[src/design/boid_pkg.sv]
`timescale 1ns / 1ps
`default_nettype none
package boid_pkg;
    localparam int MaxBoidsDefault = 256;
    localparam int CfgIdxW = 3;
    localparam logic [CfgIdxW-1:0] REG_BOID_COUNT = 3'd0;
    localparam logic [CfgIdxW-1:0] REG_NEIGHBOR_DIST = 3'd1;
    localparam logic [CfgIdxW-1:0] REG_SEPARATION_DIST = 3'd2;
    localparam logic [CfgIdxW-1:0] REG_SEP_GAIN = 3'd3;
    localparam logic [CfgIdxW-1:0] REG_ALIGN_GAIN = 3'd4;
    localparam logic [CfgIdxW-1:0] REG_COH_GAIN = 3'd5;
    localparam logic OP_WRITE = 1'b0;
    localparam logic OP_QUERY = 1'b1;

    typedef struct packed {
        logic wr;
        logic start;
        logic walk;
        logic latch_me;
        logic div_start;
        logic finish;
    } t_cmd;

    typedef struct packed {
        logic walk_done;
        logic div_done;
    } t_status;
endpackage
`default_nettype wire

[src/design/boid_ctrl.sv]
`timescale 1ns / 1ps
`default_nettype none
module boid_ctrl (
    input  wire               i_clk,
    input  wire               i_rst_n,
    input  wire               i_in_valid,
    output logic              o_in_stall,
    input  wire               i_opcode,
    output logic              o_out_valid,
    input  wire               i_out_stall,
    output boid_pkg::t_cmd    o_cmd,
    input  boid_pkg::t_status i_status
);
    typedef enum logic [4:0] {
        S_IDLE = 5'b00001,
        S_WALK = 5'b00010,
        S_DIV  = 5'b00100,
        S_FIN  = 5'b01000,
        S_OUT  = 5'b10000
    } t_state;

    t_state r_state, n_state;
    logic acc;

    assign o_in_stall = (r_state != S_IDLE);
    assign acc = i_in_valid && !o_in_stall;
    assign o_out_valid = (r_state == S_OUT);

    always_comb begin
        n_state = r_state;
        o_cmd = '0;
        unique case (r_state)
            S_IDLE: begin
                if (acc) begin
                    o_cmd.wr = (i_opcode == boid_pkg::OP_WRITE);
                    if (i_opcode == boid_pkg::OP_QUERY) begin
                        o_cmd.latch_me = 1'b1;
                        n_state = S_WALK;
                    end
                end
            end
            S_WALK: begin
                o_cmd.walk = 1'b1;
                if (i_status.walk_done) begin
                    o_cmd.div_start = 1'b1;
                    n_state = S_DIV;
                end
            end
            S_DIV: begin
                if (i_status.div_done) begin
                    n_state = S_FIN;
                end
            end
            S_FIN: begin
                o_cmd.finish = 1'b1;
                n_state = S_OUT;
            end
            S_OUT: begin
                if (!i_out_stall) begin
                    n_state = S_IDLE;
                end
            end
            default: n_state = S_IDLE;
        endcase
    end

    always_ff @(posedge i_clk) begin
        if (!i_rst_n) begin
            r_state <= S_IDLE;
        end else begin
            r_state <= n_state;
        end
    end

    assert property (@(posedge i_clk) disable iff (!i_rst_n)
        (r_state == S_OUT && i_out_stall) |=> (r_state == S_OUT))
        else $error("result word dropped while stalled");
    assert property (@(posedge i_clk) disable iff (!i_rst_n)
        (r_state == S_FIN) |=> o_out_valid)
        else $error("finish did not present a result");
    assert property (@(posedge i_clk) disable iff (!i_rst_n)
        (acc && i_opcode == boid_pkg::OP_WRITE) |=> (r_state == S_IDLE))
        else $error("write left the idle state");
endmodule
`default_nettype wire

[config.mk]
export PLATFORM = sky130hd
export DESIGN_NAME = boid_ctrl
export DESIGN_NICKNAME = d
export VERILOG_FILES = /design/src/design/boid_pkg.sv /design/src/design/boid_ctrl.sv
export SDC_FILE = /design/constraint.sdc
export NUM_CORES = 1
export LEC_CHECK = 0
export ABC_AREA = 1
export BUFFER_PORTS_ARGS = -buffer_cell sky130_fd_sc_hd__buf_2
export CORE_AREA = 2 2 39 41
export DETAILED_ROUTE_END_ITERATION = 7
export DIE_AREA = 0 0 41 43
export HOLD_SLACK_MARGIN = 0.06
export PLACE_DENSITY_LB_ADDON = 0.1
export SYNTH_ARGS = -nofsm -noshare
export SYNTH_HDL_FRONTEND = slang
export SYNTH_SLANG_ARGS = --single-unit
[constraint.sdc]
create_clock -name i_clk -period 2.1 [get_ports i_clk]
set_input_delay 0.105 -clock i_clk [delete_from_list [all_inputs] [get_ports i_clk]]
set_output_delay 0.105 -clock i_clk [all_outputs]
set_load 0.01 [all_outputs]
### Word level (Yosys, flattened, before mapping)

Cells that the tools add are included.

| storage, ports and cells | value |
|---|---|
| flip-flop bits (word level) | 5 |
| input bits | 7 |
| logic and storage cells | 31 |

| cells by class | value |
|---|---|
| bitwise operators | 1 |
| reduce and logical (&&, ||, !) cells | 3 |
| muxes and demuxes | 15 |
| equal/unequal tests | 11 |

Operator list:

| operator | number |
|---|---|
| 2-to-1 mux 5 bit | 5 |
| one-hot mux 5 bit (5 select lines) | 1 |
| inequality test 2 bit (second input constant) | 5 |
| 2-to-1 mux 1 bit | 9 |
| == test 5 x 1 -> 1 bit (second input constant) | 1 |
| == test 5 x 2 -> 1 bit (second input constant) | 1 |
| == test 5 x 3 -> 1 bit (second input constant) | 1 |
| == test 5 x 4 -> 1 bit (second input constant) | 1 |
| == test 5 bit (second input constant) | 1 |
| inequality test 5 x 1 -> 1 bit (second input constant) | 1 |
| AND reduction 5 bit | 1 |
| logical AND 1 bit | 1 |
| logical NOT 1 bit | 1 |
| NOT 1 bit | 1 |

### Depth between registers and ports, before layout

| logic depth | value |
|---|---|
| word-level depth | 5 |
| gate-level depth with buffers | 7 |
| depth with buffers taken out | 7 |

### Least setup slack after synthesis

Ideal clock, no wire load.

| path | value |
|---|---|
| path type | reg2out |
| from | register r_state[3] |
| to | output o_cmd[5] in the netlist's numbering |
| data arrival time | 929 ps |
| cell stages (with the launch flop) | 4 |
| slack | 1066 ps |
| buffers on the path | 0 |
| cells stage by stage | dfxtp_1 > nor2_4 > nand3_2 > nor3_1 |

RTL lines:

| what | RTL line | RTL |
|---|---|---|
| from (decl) | boid_ctrl.sv:22 | `t_state r_state, n_state;` |
| from (signal assigned) | boid_ctrl.sv:71 | `r_state <= n_state;` |
| to (decl) | boid_ctrl.sv:11 | `output boid_pkg::t_cmd o_cmd,` |

==> results.toml <==
[synth]
ys_seq_area_share_pct = 27.5
syn_area_per_cell_um2 = 6.62
synth-seq-cells = 5
netlist_area_um2 = 364
syn-instance-count = 55
ys_types = 17
ys_warn_count = 0
synth_ff_type = "dfxtp_1"
synth_nets = 62
synth_edf_count = 0
async_flop_share_pct = 0

[die]
start_util_pct = 26.3
die_w_um = 41
ios = 15
fp.dieArea_um2 = 1760
coreArea_um2 = 1380
placementRows = 14
die_h_um = 43

[power_and_ir_drop]
power.total_mw = 0.272
p_leak_nw = 0.278
p_per_area_nw_per_um2 = 591
peakVddDrop_v = 0.000218

[global_routing]
use_met3_pct = 7.85
met1_usage_pct = 14.1
grt_pass1_wl_um = 1310
use_met2_pct = 15.3
grt_busiest_layer = "met2"
grt_max_degree = 7
grt_pass1_vias = 328
grt_usage_pct = 11.4
grt.overflow.total = 0
antenna_found_initial = 0

[setup_path]
worstPathRequired_ns = 2.00
crit_path_max_fanout = 6
cpPeakStageDelay_ns = 0.34
startpoint = "r_state[3]$_SDFFE_PN0P_"
r2r_start = "r_state[3]$_SDFFE_PN0P_"
cp.arrival_ns = 1.25
crit_family = "simple AND/OR/NAND/NOR gates"
worst_path_max_delay_cell = "dfxtp_1"
crit_buf_inv = 2
path_cells = "nor2_4, nand3_2, nor2_2, nand2_2, inv_1, buf_2"
startpoint_type = "flop"
setup.worst_path.class = "reg -> out"
end_kind = "output pin"

[cts]
cts_setup_buffers = 0
h-tree-depth = 1
tritoncts = "built"
holdBufCountCts = 0
clk_path_buf_depth = 2
cts_sinks = 5
clkLatencyLatePin_ns = 0.24
cts_buffers = 3
path_clk_slew_ns = 0.05
clockRootBuffer = "clkbuf_4"
cts_resized = 0

[sta]
finalCritPeriodShare_pct = 64.6
setup_viol = 0
hold_slack_ns = 0.122
drv_slew = 0
timing.fmax_mhz = 738
period_minus_slack_ns = 1.36
fin_skew_ns = 0.00353
setup_slack_ns = 0.744
finalHoldViolCount = 0
rsz0062_at_grt = "false"
fin_setup_tns_ns = 0

[flow_run]
cap_violations = 0

[layout]
design_area_um2 = 460
nNetsFinal = 78
regMostFlops = "r_state"
syn2layout_area_growth_pct = 26.5
largest_register_ffs = 5
drive_gt1_share_pct = 41.4
utilization_pct = 33.3
top_regs = "r_state (5)"
n_fill_cell = 159
num_antenna_cells = 0
stdcell_count = 86

[routing]
drt-vias-per-instance = 4.31
num_vias = 371
ant_nets = 0
drc_errors = 0
routed_wl_um = 820
drt-wirelength-per-cell_um = 9.53
dr.pass1.iters = 4
drtIter0Drc = 12

[status]
status = "finished, final reports clean"

[hold_path]
hold_path_class = "in -> reg"
worstHoldStart = "i_rst_n"

[placement]
dp.cells = 82
routabilityCongestion = 0.799
place_area_um2 = 434
place_ws_ns = 0.995
dp_hpwl_um = 668
port_buffers = 13
-- cell families (layout without fill, tap and decap cells) --
kind of cell | Yosys count | in the layout | synth area share, %
other | 1 | 1 | 1.03
flip-flops | 5 | 5 | 27.5
buffers and inverters | 15 | 30 | 17.5
AND/OR/NAND/NOR | 31 | 31 | 48.8
AO/OA/AOI/OAI | 3 | 3 | 5.16
-- routing by layer --
metal / wire, µm / part of all wire (%)
met5: 0 / 0
met1: 355 / 43
met2: 390 / 48
met4: 0 / 0
met3: 74 / 9.0
-- power breakdown --
group	internal, mW	switching, mW	total, mW	leakage (nW)
Sequential	0.0985	0.00360	0.102	0.0407
Combinational	0.0211	0.0343	0.0554	0.222
Clock	0.0720	0.0426	0.115	0.0150
-- worst reg2reg max path: stages (launching register included) --
cell and delay [ns]:
dfxtp_1 0.34, nor2_4 0.20, nand4_1 0.17, nand2_1 0.11, nor2_2 0.05, nand2_1 0.05, nand2_1 0.04
-- layout make-up --
type                       instances  area [µm²]  share of cell area (%)
multi-input combinational         35         200                    43.5
sequential                         5         100                    21.7
timing repair buffer              13        65.1                    14.1
inverter                          13        48.8                    10.6
clock buffer                       4        26.3                    5.71
tap                               16        20.0                    4.35
-- cells in the final DEF, fill, tap and decap left out --
master	synthesis	final
a21oi_1	2	2
a21oi_2	1	1
buf_2	0	13
clkbuf_1	0	1
clkbuf_4	0	3
conb_1	1	1
dfxtp_1	5	5
inv_1	11	11
inv_2	2	2
nand2_1	10	10
nand2_2	1	1
nand3_1	1	1
nand3_2	2	2
nand4_1	4	4
nand4_2	1	1
nor2_1	5	5
nor2_2	4	4
nor2_4	2	2
nor3_1	1	1
-- Yosys cell counts, types with 2 or more instances --
cell     number  share of area (%)
buf_4         2                4.1
dfxtp_1       5                 27
nand4_1       4                6.9
a21oi_1       2                2.7
nor2_1        5                5.2
inv_2         2                2.1
nor2_4        2                6.2
nand2_1      10                 10
inv_1        11                 11
nor2_2        4                6.9
nand3_2       2                5.5
-- final timing paths --
kind / cells past startpoint / end / slack, ns
worst max-delay path: 6 / o_cmd[2] / 0.74
worst max register to register: 6 / r_state[0]$_SDFFE_PN1P_ / 1.03
worst min-delay path: 4 / r_state[0]$_SDFFE_PN1P_ / 0.12
worst min register to register: 2 / r_state[4]$_SDFFE_PN0P_ / 0.55
No activity file was read; power rests on OpenSTA's default activity.
